--- src/assert_macros.svh ---
// Assertion macros for the RTL
`ifndef ASSERT_MACROS_SVH
`define ASSERT_MACROS_SVH
`ifndef SYNTHESIS
`define CBM_ASSERT(lbl, clk, rst, prop) \
   lbl: assert property (@(posedge clk) disable iff (rst) prop) \
      else $error("cbm assertion failed");
`define CBM_NEVER(lbl, clk, rst, cond) \
   lbl: assert property (@(posedge clk) disable iff (rst) !(cond)) \
      else $error("cbm forbidden condition");
`else
`define CBM_ASSERT(lbl, clk, rst, prop)
`define CBM_NEVER(lbl, clk, rst, cond)
`endif
`endif

--- src/cbm_pkg.sv ---
// Types, constants and codes of the cartridge bank mapper
package cbm_pkg;

   localparam int unsigned ROM_BANK_BYTES = 16384;
   localparam int unsigned RAM_BANK_BYTES = 8192;
   localparam int unsigned ROM_OFS_W      = $clog2(ROM_BANK_BYTES);
   localparam int unsigned RAM_OFS_W      = $clog2(RAM_BANK_BYTES);

   localparam int unsigned ADDR_W      = 16;
   localparam int unsigned DATA_W      = 8;
   localparam int unsigned PHYS_W      = 21;
   localparam int unsigned ROM_BANK_W  = 7;
   localparam int unsigned RAM_BANK_W  = 2;
   localparam int unsigned ROM_CNT_W   = 8;
   localparam int unsigned RAM_CNT_W   = 3;
   localparam int unsigned CSR_ADDR_W  = 1;
   localparam int unsigned CSR_DATA_W  = 8;

   localparam int unsigned DIV_STEPS   = DATA_W;
   localparam int unsigned DIV_CNT_W   = $clog2(DIV_STEPS);

   localparam logic [ROM_CNT_W-1:0]  ROM_CNT_RESET = 8'd2;
   localparam logic [RAM_CNT_W-1:0]  RAM_CNT_RESET = 3'd1;
   localparam logic [ROM_BANK_W-1:0] ROM_SEL_RESET = 7'd1;

   localparam logic [3:0] RAM_EN_KEY = 4'hA;
   localparam logic [2:0] RAM_REGION = 3'b101;

   typedef enum logic [1:0] {
      TGT_NONE = 2'd0,
      TGT_ROM  = 2'd1,
      TGT_RAM  = 2'd2
   } target_type;

   typedef enum logic [1:0] {
      CTL_RAM_EN  = 2'd0,
      CTL_ROM_LO  = 2'd1,
      CTL_BANK_HI = 2'd2,
      CTL_MODE    = 2'd3
   } ctl_range_type;

   typedef enum logic [CSR_ADDR_W-1:0] {
      CSR_ROM_BANK_COUNT = 1'd0,
      CSR_RAM_BANK_COUNT = 1'd1
   } csr_index_type;

   typedef struct packed {
      logic load;
      logic step;
   } cmd_type;

   typedef struct packed {
      logic div_needed;
      logic div_last;
   } sts_type;

endpackage

--- src/cbm_if.sv ---
// Request and response channel interfaces
interface cbm_req_if;
   logic                        valid;
   logic                        ready;
   logic                        action;
   logic [cbm_pkg::ADDR_W-1:0]  bus_address;
   logic [cbm_pkg::DATA_W-1:0]  write_data;

   modport source (output valid, action, bus_address, write_data, input ready);
   modport sink   (input valid, action, bus_address, write_data, output ready);
endinterface

interface cbm_rsp_if;
   logic                        valid;
   logic                        ready;
   logic [1:0]                  target;
   logic [cbm_pkg::PHYS_W-1:0]  physical_address;
   logic                        memory_write;
   logic [cbm_pkg::DATA_W-1:0]  memory_data;

   modport source (output valid, target, physical_address, memory_write, memory_data,
                   input ready);
   modport sink   (input valid, target, physical_address, memory_write, memory_data,
                   output ready);
endinterface

--- src/cbm_ctrl.sv ---
// Controller state machine: accept, divide, respond
module cbm_ctrl (
   input  logic             clock,
   input  logic             reset,
   input  logic             req_valid,
   output logic             req_ready,
   output logic             rsp_valid,
   input  logic             rsp_ready,
   output cbm_pkg::cmd_type cmd,
   input  cbm_pkg::sts_type sts
);

   typedef enum logic [2:0] {
      ST_IDLE = 3'b001,
      ST_DIV  = 3'b010,
      ST_RESP = 3'b100
   } state_type;

   state_type state_ff, state_in;

   always_comb begin
      state_in  = state_ff;
      req_ready = 1'b0;
      rsp_valid = 1'b0;
      cmd       = '0;
      unique case (state_ff)
         ST_IDLE: begin
            req_ready = 1'b1;
            if (req_valid) begin
               cmd.load = 1'b1;
               state_in = sts.div_needed ? ST_DIV : ST_RESP;
            end
         end
         ST_DIV: begin
            cmd.step = 1'b1;
            if (sts.div_last) begin
               state_in = ST_RESP;
            end
         end
         ST_RESP: begin
            rsp_valid = 1'b1;
            if (rsp_ready) begin
               state_in = ST_IDLE;
            end
         end
         default: state_in = ST_IDLE;
      endcase
   end

   always_ff @(posedge clock) begin
      if (reset) begin
         state_ff <= ST_IDLE;
      end else begin
         state_ff <= state_in;
      end
   end

endmodule

--- src/cbm_datapath.sv ---
// Datapath: mapper state, config registers, remainder unit, result register
module cbm_datapath (
   input  logic                             clock,
   input  logic                             reset,
   input  logic                             csr_we,
   input  logic [cbm_pkg::CSR_ADDR_W-1:0]   csr_addr,
   input  logic [cbm_pkg::CSR_DATA_W-1:0]   csr_wdata,
   input  logic                             action,
   input  logic [cbm_pkg::ADDR_W-1:0]       bus_address,
   input  logic [cbm_pkg::DATA_W-1:0]       write_data,
   input  cbm_pkg::cmd_type                 cmd,
   output cbm_pkg::sts_type                 sts,
   output logic [1:0]                       target,
   output logic [cbm_pkg::PHYS_W-1:0]       physical_address,
   output logic                             memory_write,
   output logic [cbm_pkg::DATA_W-1:0]       memory_data
);

   localparam int unsigned DW = cbm_pkg::DATA_W;

   logic [cbm_pkg::ROM_CNT_W-1:0]  rom_cnt_ff;
   logic [cbm_pkg::RAM_CNT_W-1:0]  ram_cnt_ff;
   logic                           ram_en_ff, ram_en_in;
   logic                           mode_ff, mode_in;
   logic [cbm_pkg::ROM_BANK_W-1:0] rom_sel_ff, rom_sel_in;
   logic [cbm_pkg::RAM_BANK_W-1:0] ram_sel_ff, ram_sel_in;

   logic [DW-1:0]                  quo_ff, quo_in;
   logic [DW-1:0]                  rem_ff, rem_in;
   logic [DW-1:0]                  div_ff, div_in;
   logic [cbm_pkg::DIV_CNT_W-1:0]  cnt_ff, cnt_in;
   logic                           is_ram_ff, is_ram_in;

   cbm_pkg::target_type            tgt_ff, tgt_in;
   logic [cbm_pkg::PHYS_W-1:0]     phys_ff, phys_in;
   logic                           mwr_ff, mwr_in;
   logic [DW-1:0]                  mdata_ff, mdata_in;

   logic                           in_ram_rgn;
   logic                           is_ctl;
   cbm_pkg::ctl_range_type         ctl_rng;
   logic [cbm_pkg::RAM_BANK_W-1:0] ram_bank;
   logic [DW:0]                    trial;
   logic                           fits;
   logic [DW-1:0]                  rem_step;
   logic [cbm_pkg::ROM_BANK_W-1:0] fixed_bank;

   assign in_ram_rgn = (bus_address[15:13] == cbm_pkg::RAM_REGION);
   assign is_ctl     = !in_ram_rgn && action && !bus_address[15];
   assign ctl_rng    = cbm_pkg::ctl_range_type'(bus_address[14:13]);
   assign ram_bank   = mode_ff ? '0 : ram_sel_ff;

   assign sts.div_needed = is_ctl && (ctl_rng == cbm_pkg::CTL_ROM_LO ||
                                      ctl_rng == cbm_pkg::CTL_BANK_HI);
   assign sts.div_last   = (cnt_ff == cbm_pkg::DIV_CNT_W'(cbm_pkg::DIV_STEPS - 1));

   assign trial    = {rem_ff, quo_ff[DW-1]};
   assign fits     = (trial >= {1'b0, div_ff});
   assign rem_step = fits ? DW'(trial - {1'b0, div_ff}) : trial[DW-1:0];

   always_comb begin
      fixed_bank = rem_step[cbm_pkg::ROM_BANK_W-1:0];
      if (fixed_bank[4:0] == 5'd0) begin
         fixed_bank = fixed_bank + 1'b1;
      end
   end

   always_comb begin
      ram_en_in  = ram_en_ff;
      mode_in    = mode_ff;
      rom_sel_in = rom_sel_ff;
      ram_sel_in = ram_sel_ff;
      quo_in     = quo_ff;
      rem_in     = rem_ff;
      div_in     = div_ff;
      cnt_in     = cnt_ff;
      is_ram_in  = is_ram_ff;
      tgt_in     = tgt_ff;
      phys_in    = phys_ff;
      mwr_in     = mwr_ff;
      mdata_in   = mdata_ff;

      if (cmd.step) begin
         rem_in = rem_step;
         quo_in = {quo_ff[DW-2:0], 1'b0};
         cnt_in = cnt_ff + 1'b1;
      end

      if (cmd.step && sts.div_last) begin
         if (is_ram_ff) begin
            ram_sel_in = rem_step[cbm_pkg::RAM_BANK_W-1:0];
         end else begin
            rom_sel_in = fixed_bank;
         end
      end

      if (cmd.load) begin
         tgt_in   = cbm_pkg::TGT_NONE;
         phys_in  = '0;
         mwr_in   = 1'b0;
         mdata_in = '0;
         rem_in   = '0;
         cnt_in   = '0;
         if (in_ram_rgn) begin
            if (ram_en_ff) begin
               tgt_in  = cbm_pkg::TGT_RAM;
               phys_in = cbm_pkg::PHYS_W'({ram_bank, bus_address[cbm_pkg::RAM_OFS_W-1:0]});
               if (action) begin
                  mwr_in   = 1'b1;
                  mdata_in = write_data;
               end
            end
         end else if (!action) begin
            if (!bus_address[15]) begin
               tgt_in = cbm_pkg::TGT_ROM;
               if (!bus_address[14]) begin
                  phys_in = cbm_pkg::PHYS_W'(bus_address);
               end else begin
                  phys_in = {rom_sel_ff, bus_address[cbm_pkg::ROM_OFS_W-1:0]};
               end
            end
         end else if (is_ctl) begin
            unique case (ctl_rng)
               cbm_pkg::CTL_RAM_EN: begin
                  ram_en_in = (write_data[3:0] == cbm_pkg::RAM_EN_KEY);
               end
               cbm_pkg::CTL_ROM_LO: begin
                  is_ram_in = 1'b0;
                  quo_in    = DW'({rom_sel_ff[6:5], write_data[4:0]});
                  div_in    = rom_cnt_ff;
               end
               cbm_pkg::CTL_BANK_HI: begin
                  is_ram_in = !mode_ff;
                  if (mode_ff) begin
                     quo_in = DW'({write_data[1:0], rom_sel_ff[4:0]});
                     div_in = rom_cnt_ff;
                  end else begin
                     quo_in = write_data;
                     div_in = DW'(ram_cnt_ff);
                  end
               end
               cbm_pkg::CTL_MODE: begin
                  mode_in = write_data[0];
               end
               default: ;
            endcase
         end
      end
   end

   always_ff @(posedge clock) begin
      if (reset) begin
         rom_cnt_ff <= cbm_pkg::ROM_CNT_RESET;
         ram_cnt_ff <= cbm_pkg::RAM_CNT_RESET;
         ram_en_ff  <= 1'b0;
         mode_ff    <= 1'b0;
         rom_sel_ff <= cbm_pkg::ROM_SEL_RESET;
         ram_sel_ff <= '0;
      end else begin
         ram_en_ff  <= ram_en_in;
         mode_ff    <= mode_in;
         rom_sel_ff <= rom_sel_in;
         ram_sel_ff <= ram_sel_in;
         if (csr_we) begin
            unique case (cbm_pkg::csr_index_type'(csr_addr))
               cbm_pkg::CSR_ROM_BANK_COUNT: rom_cnt_ff <= csr_wdata[cbm_pkg::ROM_CNT_W-1:0];
               cbm_pkg::CSR_RAM_BANK_COUNT: ram_cnt_ff <= csr_wdata[cbm_pkg::RAM_CNT_W-1:0];
               default: ;
            endcase
         end
      end
   end

   always_ff @(posedge clock) begin
      quo_ff    <= quo_in;
      rem_ff    <= rem_in;
      div_ff    <= div_in;
      cnt_ff    <= cnt_in;
      is_ram_ff <= is_ram_in;
      tgt_ff    <= tgt_in;
      phys_ff   <= phys_in;
      mwr_ff    <= mwr_in;
      mdata_ff  <= mdata_in;
   end

   assign target           = tgt_ff;
   assign physical_address = phys_ff;
   assign memory_write     = mwr_ff;
   assign memory_data      = mdata_ff;

endmodule

--- src/cartridge_bank_mapper.sv ---
// Cartridge bank mapper: maps CPU bus accesses onto banked ROM and external RAM.
// req_bus carries one bus access (action, bus_address, write_data); rsp_bus returns
// one result per access: target, physical_address, memory_write, memory_data.
// A transfer happens on a clock edge with valid and ready both high.
// Reads, RAM accesses and writes outside the ROM bank and upper bank ranges: the
// result is valid in the cycle after the request transfer.
// Writes to the ROM bank and upper bank ranges run the new bank value through a
// bit-serial remainder unit, one dividend bit per cycle: the result is valid in the
// response state that follows the last division step.
// One access is in flight at a time; req_bus.ready is low until the result of the
// current access has been transferred, so a stalled receiver holds off requests.
// The csr port sets the ROM and RAM bank counts; write it only while idle.
// Synchronous reset: RAM disabled, mode 0, ROM bank 1, RAM bank 0, bank counts
// 2 and 1, no result pending.
module cartridge_bank_mapper (
   input  logic                           clock,
   input  logic                           reset,
   input  logic                           csr_we,
   input  logic [cbm_pkg::CSR_ADDR_W-1:0] csr_addr,
   input  logic [cbm_pkg::CSR_DATA_W-1:0] csr_wdata,
   cbm_req_if.sink                        req_bus,
   cbm_rsp_if.source                      rsp_bus
);

`include "assert_macros.svh"

   cbm_pkg::cmd_type cmd;
   cbm_pkg::sts_type sts;

   logic req_read_xfer;
   logic rsp_none;
   logic rsp_blank;
   logic rsp_write;
   logic rsp_ram;

   cbm_ctrl u_ctrl (
      .clock     (clock),
      .reset     (reset),
      .req_valid (req_bus.valid),
      .req_ready (req_bus.ready),
      .rsp_valid (rsp_bus.valid),
      .rsp_ready (rsp_bus.ready),
      .cmd       (cmd),
      .sts       (sts)
   );

   cbm_datapath u_datapath (
      .clock            (clock),
      .reset            (reset),
      .csr_we           (csr_we),
      .csr_addr         (csr_addr),
      .csr_wdata        (csr_wdata),
      .action           (req_bus.action),
      .bus_address      (req_bus.bus_address),
      .write_data       (req_bus.write_data),
      .cmd              (cmd),
      .sts              (sts),
      .target           (rsp_bus.target),
      .physical_address (rsp_bus.physical_address),
      .memory_write     (rsp_bus.memory_write),
      .memory_data      (rsp_bus.memory_data)
   );

   assign req_read_xfer = req_bus.valid && req_bus.ready && !req_bus.action;
   assign rsp_none      = rsp_bus.valid && (rsp_bus.target == cbm_pkg::TGT_NONE);
   assign rsp_blank     = (rsp_bus.physical_address == '0) && !rsp_bus.memory_write;
   assign rsp_write     = rsp_bus.valid && rsp_bus.memory_write;
   assign rsp_ram       = (rsp_bus.target == cbm_pkg::TGT_RAM);

   `CBM_NEVER(a_one_in_flight, clock, reset, req_bus.ready && rsp_bus.valid)
   `CBM_ASSERT(a_read_one_cycle, clock, reset, req_read_xfer |=> rsp_bus.valid)
   `CBM_ASSERT(a_none_is_zero, clock, reset, rsp_none |-> rsp_blank)
   `CBM_ASSERT(a_write_hits_ram, clock, reset, rsp_write |-> rsp_ram)

endmodule

--- src/flat_wrapper.sv ---
// flat-port wrapper written by rule: the top's interface ports become plain ports
module cartridge_bank_mapper_flat 
  (clock, reset, csr_we, csr_addr, csr_wdata, req_bus_valid, req_bus_action, req_bus_bus_address, req_bus_write_data, req_bus_ready, rsp_bus_valid, rsp_bus_target, rsp_bus_physical_address, rsp_bus_memory_write, rsp_bus_memory_data, rsp_bus_ready);
  cbm_req_if req_bus_i ();
  cbm_rsp_if rsp_bus_i ();
  input  logic clock;
  input  logic reset;
  input  logic csr_we;
  input  logic [cbm_pkg::CSR_ADDR_W-1:0] csr_addr;
  input  logic [cbm_pkg::CSR_DATA_W-1:0] csr_wdata;
  input wire logic [$bits(req_bus_i.valid)-1:0] req_bus_valid;
  input wire logic [$bits(req_bus_i.action)-1:0] req_bus_action;
  input wire logic [$bits(req_bus_i.bus_address)-1:0] req_bus_bus_address;
  input wire logic [$bits(req_bus_i.write_data)-1:0] req_bus_write_data;
  output wire logic [$bits(req_bus_i.ready)-1:0] req_bus_ready;
  output wire logic [$bits(rsp_bus_i.valid)-1:0] rsp_bus_valid;
  output wire logic [$bits(rsp_bus_i.target)-1:0] rsp_bus_target;
  output wire logic [$bits(rsp_bus_i.physical_address)-1:0] rsp_bus_physical_address;
  output wire logic [$bits(rsp_bus_i.memory_write)-1:0] rsp_bus_memory_write;
  output wire logic [$bits(rsp_bus_i.memory_data)-1:0] rsp_bus_memory_data;
  input wire logic [$bits(rsp_bus_i.ready)-1:0] rsp_bus_ready;
  assign req_bus_i.valid = req_bus_valid;
  assign req_bus_i.action = req_bus_action;
  assign req_bus_i.bus_address = req_bus_bus_address;
  assign req_bus_i.write_data = req_bus_write_data;
  assign req_bus_ready = req_bus_i.ready;
  assign rsp_bus_valid = rsp_bus_i.valid;
  assign rsp_bus_target = rsp_bus_i.target;
  assign rsp_bus_physical_address = rsp_bus_i.physical_address;
  assign rsp_bus_memory_write = rsp_bus_i.memory_write;
  assign rsp_bus_memory_data = rsp_bus_i.memory_data;
  assign rsp_bus_i.ready = rsp_bus_ready;
  cartridge_bank_mapper u_core (.clock(clock), .reset(reset), .csr_we(csr_we), .csr_addr(csr_addr), .csr_wdata(csr_wdata), .req_bus(req_bus_i), .rsp_bus(rsp_bus_i));
endmodule
--- config.mk ---
export PLATFORM = sky130hd
export DESIGN_NAME = cartridge_bank_mapper_flat
export DESIGN_NICKNAME = d
export VERILOG_FILES = /design/src/cbm_pkg.sv /design/src/cbm_if.sv /design/src/cbm_ctrl.sv /design/src/cbm_datapath.sv /design/src/cartridge_bank_mapper.sv /design/src/flat_wrapper.sv
export VERILOG_INCLUDE_DIRS = /design/src /design/src/src
export SDC_FILE = /design/constraint.sdc
export NUM_CORES = 1
export LEC_CHECK = 0
export ABC_AREA = 1
export BUFFER_PORTS_ARGS = -buffer_cell sky130_fd_sc_hd__buf_2
export CAP_MARGIN = 25
export CORE_UTILIZATION = 55
export DETAILED_ROUTE_END_ITERATION = 7
export PLACE_DENSITY = 0.79
export SYNTH_ARGS = -nofsm -noshare
export SYNTH_HDL_FRONTEND = slang
export SYNTH_SLANG_ARGS = --single-unit
--- constraint.sdc ---
create_clock -name clock -period 2.85 [get_ports clock]
set_input_delay 0.285 -clock clock [delete_from_list [all_inputs] [get_ports clock]]
set_output_delay 0.285 -clock clock [all_outputs]
set_load 0.005 [all_outputs]
# Yosys cells after proc, flatten, opt, wreduce, memory -nomap -nowiden
# Index checks and enable logic that the tools add are counted.
# word_totals
reg_bits,85
input_bits,39
output_inout_bits,34
elab_cells,89
# classes
n_addsub,3
n_lt_le_gt_ge,1
eq_ne,12
muxes,33
bitwise,3
n_reduce_logical,21
# ops
cell,count
two-way mux 21 bit,4
two-way mux 8 bit,8
one-hot mux 8 bit (2 select lines),2
two-way mux 15 bit,1
AND reduction 5 bit,3
two-way mux 3 bit,4
AND reduction 2 bit,5
== test 3 bit (second input constant),3
greater-or-equal comparator 9 x 8 -> 1 bit,1
one-hot mux 3 bit (3 select lines),1
two-way mux 1 bit,8
subtractor 8 bit,1
adder 7 x 1 -> 7 bit (second input constant),1
two-way mux 7 bit,1
two-way mux 2 bit,3
!= test 2 bit (second input constant),3
AND reduction 3 bit,2
logical NOT 5 bit,1
== test 2 bit (second input constant),2
== test 4 bit (second input constant),1
logical AND 1 bit,4
adder 3 x 1 -> 3 bit (second input constant),1
== test 3 x 1 -> 1 bit (second input constant),1
== test 3 x 2 -> 1 bit (second input constant),1
other kinds (7),11

# Longest topological paths before layout
# depth
ltp_word,8
mapped_depth,17
ltp_nobuf,17

# Hierarchy
# A second synthesis with hierarchy kept.
# unflattened
hier_cells,496
area_unflattened_um2,4082.7
# by_module_without_submodules
mod,instances,cells_per_inst,area_each_um2,seq_area_each_um2
cbm_datapath,1,469,3893.7,2052.0
cbm_ctrl,1,27,188.9,60.1

# Worst setup path before layout
# No wires, ideal clock.
# synth_path
path_kind,flip-flop to flip-flop
start,register u_core.u_ctrl.state_ff[0]
end,"register u_core.u_datapath.div_ff[0], enable pin"
setup_ns,0.335
t_arrival_ns,1.818
t_required_ns,2.515
slack_ns,0.697
path_stages_with_launch,6
n_path_buf,0
period_less_slack_ns,2.153
path_cell_list,dfxtp_1 -> nand3_2 -> nor2_4 -> inv_2 -> nor2_2 -> o21a_1
# synth_lines
item,line_no,source
"start, declared",cbm_ctrl.sv:19,"state_type state_ff, state_in;"
"start signal, assigned",cbm_ctrl.sv:54,state_ff <= state_in;
"end signal, assigned",cbm_datapath.sv:177,div_ff <= div_in;
"end, declared",cbm_datapath.sv:30,"logic [DW-1:0] div_ff, div_in;"

# Worst setup path in the final report
# layout_path
start,register u_core.u_datapath.quo_ff[7]
end,register u_core.u_datapath.rom_sel_ff[0] (netlist bit)
# layout_between
elab_chain_len,4
elab_cells_between_ends,6
cone_classes,add/sub (2); order compare (1); mux (2); reduce/logical (1)
# layout_rtl
item,line_no,source
"start, declared",cbm_datapath.sv:28,"logic [DW-1:0] quo_ff, quo_in;"
"start signal, assigned",cbm_datapath.sv:175,quo_ff <= quo_in;
subtractor 8 bit / greater-or-equal comparator 9 x 8 -> 1 bit (equally long branches),"cbm_datapath.sv:59, cbm_datapath.sv:58",
two-way mux 8 bit (*),cbm_datapath.sv:59,"assign rem_step = fits ? DW'(trial - {1'b0, div_ff}) : trial[DW-1:0];"
adder 7 x 1 -> 7 bit / logical NOT 5 bit (equally long branches),"cbm_datapath.sv:64, cbm_datapath.sv:63",
two-way mux 7 bit (*),cbm_datapath.sv:63,if (fixed_bank[4:0] == 5'd0) begin
"end signal, assigned",cbm_datapath.sv:157,rom_sel_ff <= cbm_pkg::ROM_SEL_RESET;
"end signal, assigned",cbm_datapath.sv:162,rom_sel_ff <= rom_sel_in;
"end, declared",cbm_datapath.sv:25,"logic [cbm_pkg::ROM_BANK_W-1:0] rom_sel_ff, rom_sel_in;"
# Mark *: on every way between the ends. The rest lies on a longest branch, timed or not.
# A chain may end at the register's enable or synchronous reset.

==> flow_results.org <==
** Worst hold path
- In this run the worst hold path is classified as in -> reg.
- Along the worst hold path, the cell count comes to 3.

** GRT
- Entering global routing, the biggest net connects 36 pins.
- The first global-routing pass estimated 13500 um of wire.
- Number of global-route vias before repair :: 2908
- Global-route usage over all layers :: 23.1%
- Number of antenna violations at the first check in global routing :: 0
- The total overflow left after global routing is 0.

** Pwr
- Power, Total :: 2730 uW
- Across the VDD grid, the largest voltage drop is 0.314 mV.
- Lkg Pwr :: 0.00229 uW
- In this run the power density over the cells is 583 nW/um^2.

** Layout
- The repair_antennas step left the layout with diodes totalling 0.
- Design area :: 4680 sq um
- The final layout contains 598 nets.
- The finished layout holds 645 standard cells, fillers aside.
- Filler instances :: 595
- Synth-to-layout area growth :: 15.4%
- Cells with a size suffix above 1 make up 21.9% of the layout.

** Placement
- Hpwl dp :: 6210 um
- At the end of routability-driven placement, the weighted congestion stood at 0.921.
- After detailed placement, the total cell area comes to 4490 sq um.
- Before CTS, the worst setup slack after placement is 863 ps.
- During placement, the flow inserted port buffers numbering 72.
- Once placement completed, the tool counted placed cells totaling 629.

** Synthesis
- Yosys instantiated no cell more often than sky130_fd_sc_hd__inv_1.
- Commonest register cell after synthesis :: sky130_fd_sc_hd__dfxtp_1
- The share of synthesized area in the top cell type comes to 30.4%.
- After synthesis, flip-flops and latches occupy 52.1% of the total area.
- Yosys printed 0 warnings.
- Counting flops and latches in the post-synthesis netlist gives 85.
- Instance count of the mapped netlist :: 470
- Count of flip-flops with a built-in enable after synthesis :: 41
- Sorting the synthesized cells by area gives the leading types as sky130_fd_sc_hd__edfxtp_1 (30%), sky130_fd_sc_hd__dfxtp_1 (22%), sky130_fd_sc_hd__inv_1 (8.5%), sky130_fd_sc_hd__nand2_1 (6.5%), sky130_fd_sc_hd__nor2_1 (5.5%).
- The number of nets handed over by synthesis was 524.
- Post-synthesis async set-or-reset flop share :: 0%
- Synth cell count leaders :: sky130_fd_sc_hd__inv_1 (92), sky130_fd_sc_hd__nand2_1 (70), sky130_fd_sc_hd__nor2_1 (59)
- After synthesis, the mean cell area works out to 8.63 sq um.
- In this run, distinct cell masters in the synthesized netlist total 43.
- Largest area contributor in the synthesized netlist :: sky130_fd_sc_hd__edfxtp_1
- Netlist Area Pre-Place :: 4050 sq um

** Job
- Max-cap violations in this run came to 0.

** Route
- After detailed routing, the average wire length per cell comes to 12.7 um.
- After detailed routing, the number of remaining DRC violations is 0.
- The count of nets left with antenna violations once routing finished came out at 0.
- Pre-antenna DRT Iters :: 4
- Total via count after detailed routing :: 3219
- Summed over all layers, the routed wires come to 8170 um.
- DR vias/cell :: 4.99
- Violation count after the first detailed-route iteration :: 178

** Setup path
- Counting cells, the worst reg-to-reg path comes to 17.
- At the worst endpoint, the required time is 3140 ps.
- For the worst setup path, the data arrival time is 2290 ps.
- STA classifies the critical path endpoint as a register.
- CP Launch Type :: register
- Along the worst path, the maximum fanout reaches 3.
- Startpoint-to-endpoint class of the critical path :: reg -> reg

** Die
- Starting utilization of the core area :: 58.4%
- Measured along the y axis, the die boundary spans 87.9 um.
- Core ar. :: 6940 sq um
- After floorplanning, the core was divided into 30 placement rows.
- The die covers 7720 sq um.
- In this run the count of I/O pins placed on the die edge is 73.
- From left edge to right edge, the die measures 87.9 um.

** Clock network
- H-tree depth :: 3
- In this run, CTS created clock tree buffers numbering 9.
- The clock net in this run drives a total of 85 sinks.
- For the worst-skew pair, the clock arrives at the later sink with an insertion delay of 350 ps.
- After clock tree synthesis, the setup repair step added 0 buffers.
- Clock transition at path regs :: 80 ps
- CTS tree :: built
- After clock tree synthesis, the flow added hold-fix buffers numbering 0.
- Counting along the longest clock path gives a buffer depth of 2.
- Once the clock tree was built, the resizer swapped 0 gates to a different size.
- Cell at the root of the clock tree :: sky130_fd_sc_hd__clkbuf_8

** Timing
- Final setup margin :: 853 ps
- Final setup skew :: 13.2 ps
- Setup TNS after final layout :: 0 ps
- Setup violations remaining at the end of the flow were counted as 0.
- Tightest Pin Transition :: 447 ps
- Setup repair after global routing missed its margin :: false
- The final number of max-transition violations came to 0.
- Derived from the worst setup path, the maximum achievable clock frequency is 0.501 GHz.
- Final hold violation count :: 0
- Counting I/O delays and the setup requirement, the final critical path takes 2000 ps.
- Measured against its own limit, the worst slew margin works out to 70.2%.
- After layout, the worst path uses 70.1% of the clock period.

** Outcome
- Run status :: finished, final reports clean
==> layer usage <==
layer	track usage, %	share of wire [%]	up-vias	wire (um)
met5	0	0	-	0
met4	10.4	2.3	0	187
met3	3.86	4.3	17	351
met2	38.8	48	84	3960
met1	29.3	45	1467	3670
li1	-	-	1651	-
==> path summary, 6_finish.rpt <==
kind,start,end,slack [ps]
setup / recovery,u_core.u_datapath.quo_ff[7],u_core.u_datapath.rom_sel_ff[0],850
hold reg to reg,u_core.u_datapath.rom_cnt_ff[1],u_core.u_datapath.rom_cnt_ff[1],460
hold / removal,csr_wdata[0],u_core.u_datapath.ram_cnt_ff[0],160
setup reg to reg,u_core.u_datapath.quo_ff[7],u_core.u_datapath.rom_sel_ff[0],850
==> layout by cell type, fill, tap and decap left out, types with 9 or more instances in the layout <==
cell type	instances
sky130_fd_sc_hd__a21oi_1	24
sky130_fd_sc_hd__buf_2	72
sky130_fd_sc_hd__clkbuf_8	9
sky130_fd_sc_hd__dfxtp_1	44
sky130_fd_sc_hd__edfxtp_1	41
sky130_fd_sc_hd__ha_1	14
sky130_fd_sc_hd__inv_1	92
sky130_fd_sc_hd__nand2_1	70
sky130_fd_sc_hd__nand2_2	11
sky130_fd_sc_hd__nand3_1	22
sky130_fd_sc_hd__nor2_1	59
sky130_fd_sc_hd__o21ai_0	25
==> cells by family (layout without fill, tap and decap cells) <==
kind of cell	Yosys count	count (layout)	share of synthesized area (%)
AOI/OAI and AO/OA	78	78	11.3
adders and majority gates	15	15	4.81
and+or+nand+nor	179	179	20.4
DFF	85	85	52.1
buffers and inverters	110	189	10.8
xor gates and xnor gates	3	3	0.648
==> registers in the layout, summed over array words and instances (netlist names), 2 cells and up <==
register and cells:
u_core.u_datapath.physical_address 21, u_core.u_datapath.div_ff 8, u_core.u_datapath.memory_data 8, u_core.u_datapath.quo_ff 8, u_core.u_datapath.rem_ff 8, u_core.u_datapath.rom_cnt_ff 8, u_core.u_datapath.rom_sel_ff 7, u_core.u_ctrl.state_ff 3
u_core.u_datapath.cnt_ff 3, u_core.u_datapath.ram_cnt_ff 3, u_core.u_datapath.ram_sel_ff 2, u_core.u_datapath.target 2
==> critical path, cell delays in order, from the launching register on <==
cell	delay [ps]
sky130_fd_sc_hd__dfxtp_1	300
sky130_fd_sc_hd__inv_1	100
sky130_fd_sc_hd__ha_1	150
sky130_fd_sc_hd__inv_1	70
sky130_fd_sc_hd__fa_1	440
sky130_fd_sc_hd__nand2_1	90
sky130_fd_sc_hd__inv_1	60
sky130_fd_sc_hd__nand2_1	50
sky130_fd_sc_hd__nand2_1	70
sky130_fd_sc_hd__xnor2_1	130
sky130_fd_sc_hd__inv_1	70
sky130_fd_sc_hd__nand2_2	60
sky130_fd_sc_hd__nand2_2	50
sky130_fd_sc_hd__nor2_1	80
sky130_fd_sc_hd__nand2_1	60
sky130_fd_sc_hd__nand2_1	50
sky130_fd_sc_hd__nand2_1	50
sky130_fd_sc_hd__nand2_1	60
==> power breakdown <==
part	switching, uW	internal [uW]	total (uW)
logic	253	161	414
registers	54.7	1430	1480
clock network	424	409	833
total	732	2000	2730
==> cell type report <==
class                      instances  area, sq um  share of cell area, %
tap                               96          120                   2.57
clock buffer                      11          131                   2.81
multi-input combinational        275         1510                   32.2
inverter                          98          368                   7.86
timing repair buffer              75          383                   8.18
sequential                        85         2110                   45.1
clock inverter                     5         60.1                   1.28
==> metrics by stage <==
stage	utilization (%)	hold WS (ps)
finish	67.4	157
global route	67.4	176
CTS	67.4	143
detailed placement	64.6	446
global placement	64.6	441
floorplan	-	398
Power figures use the tool's default switching activity.
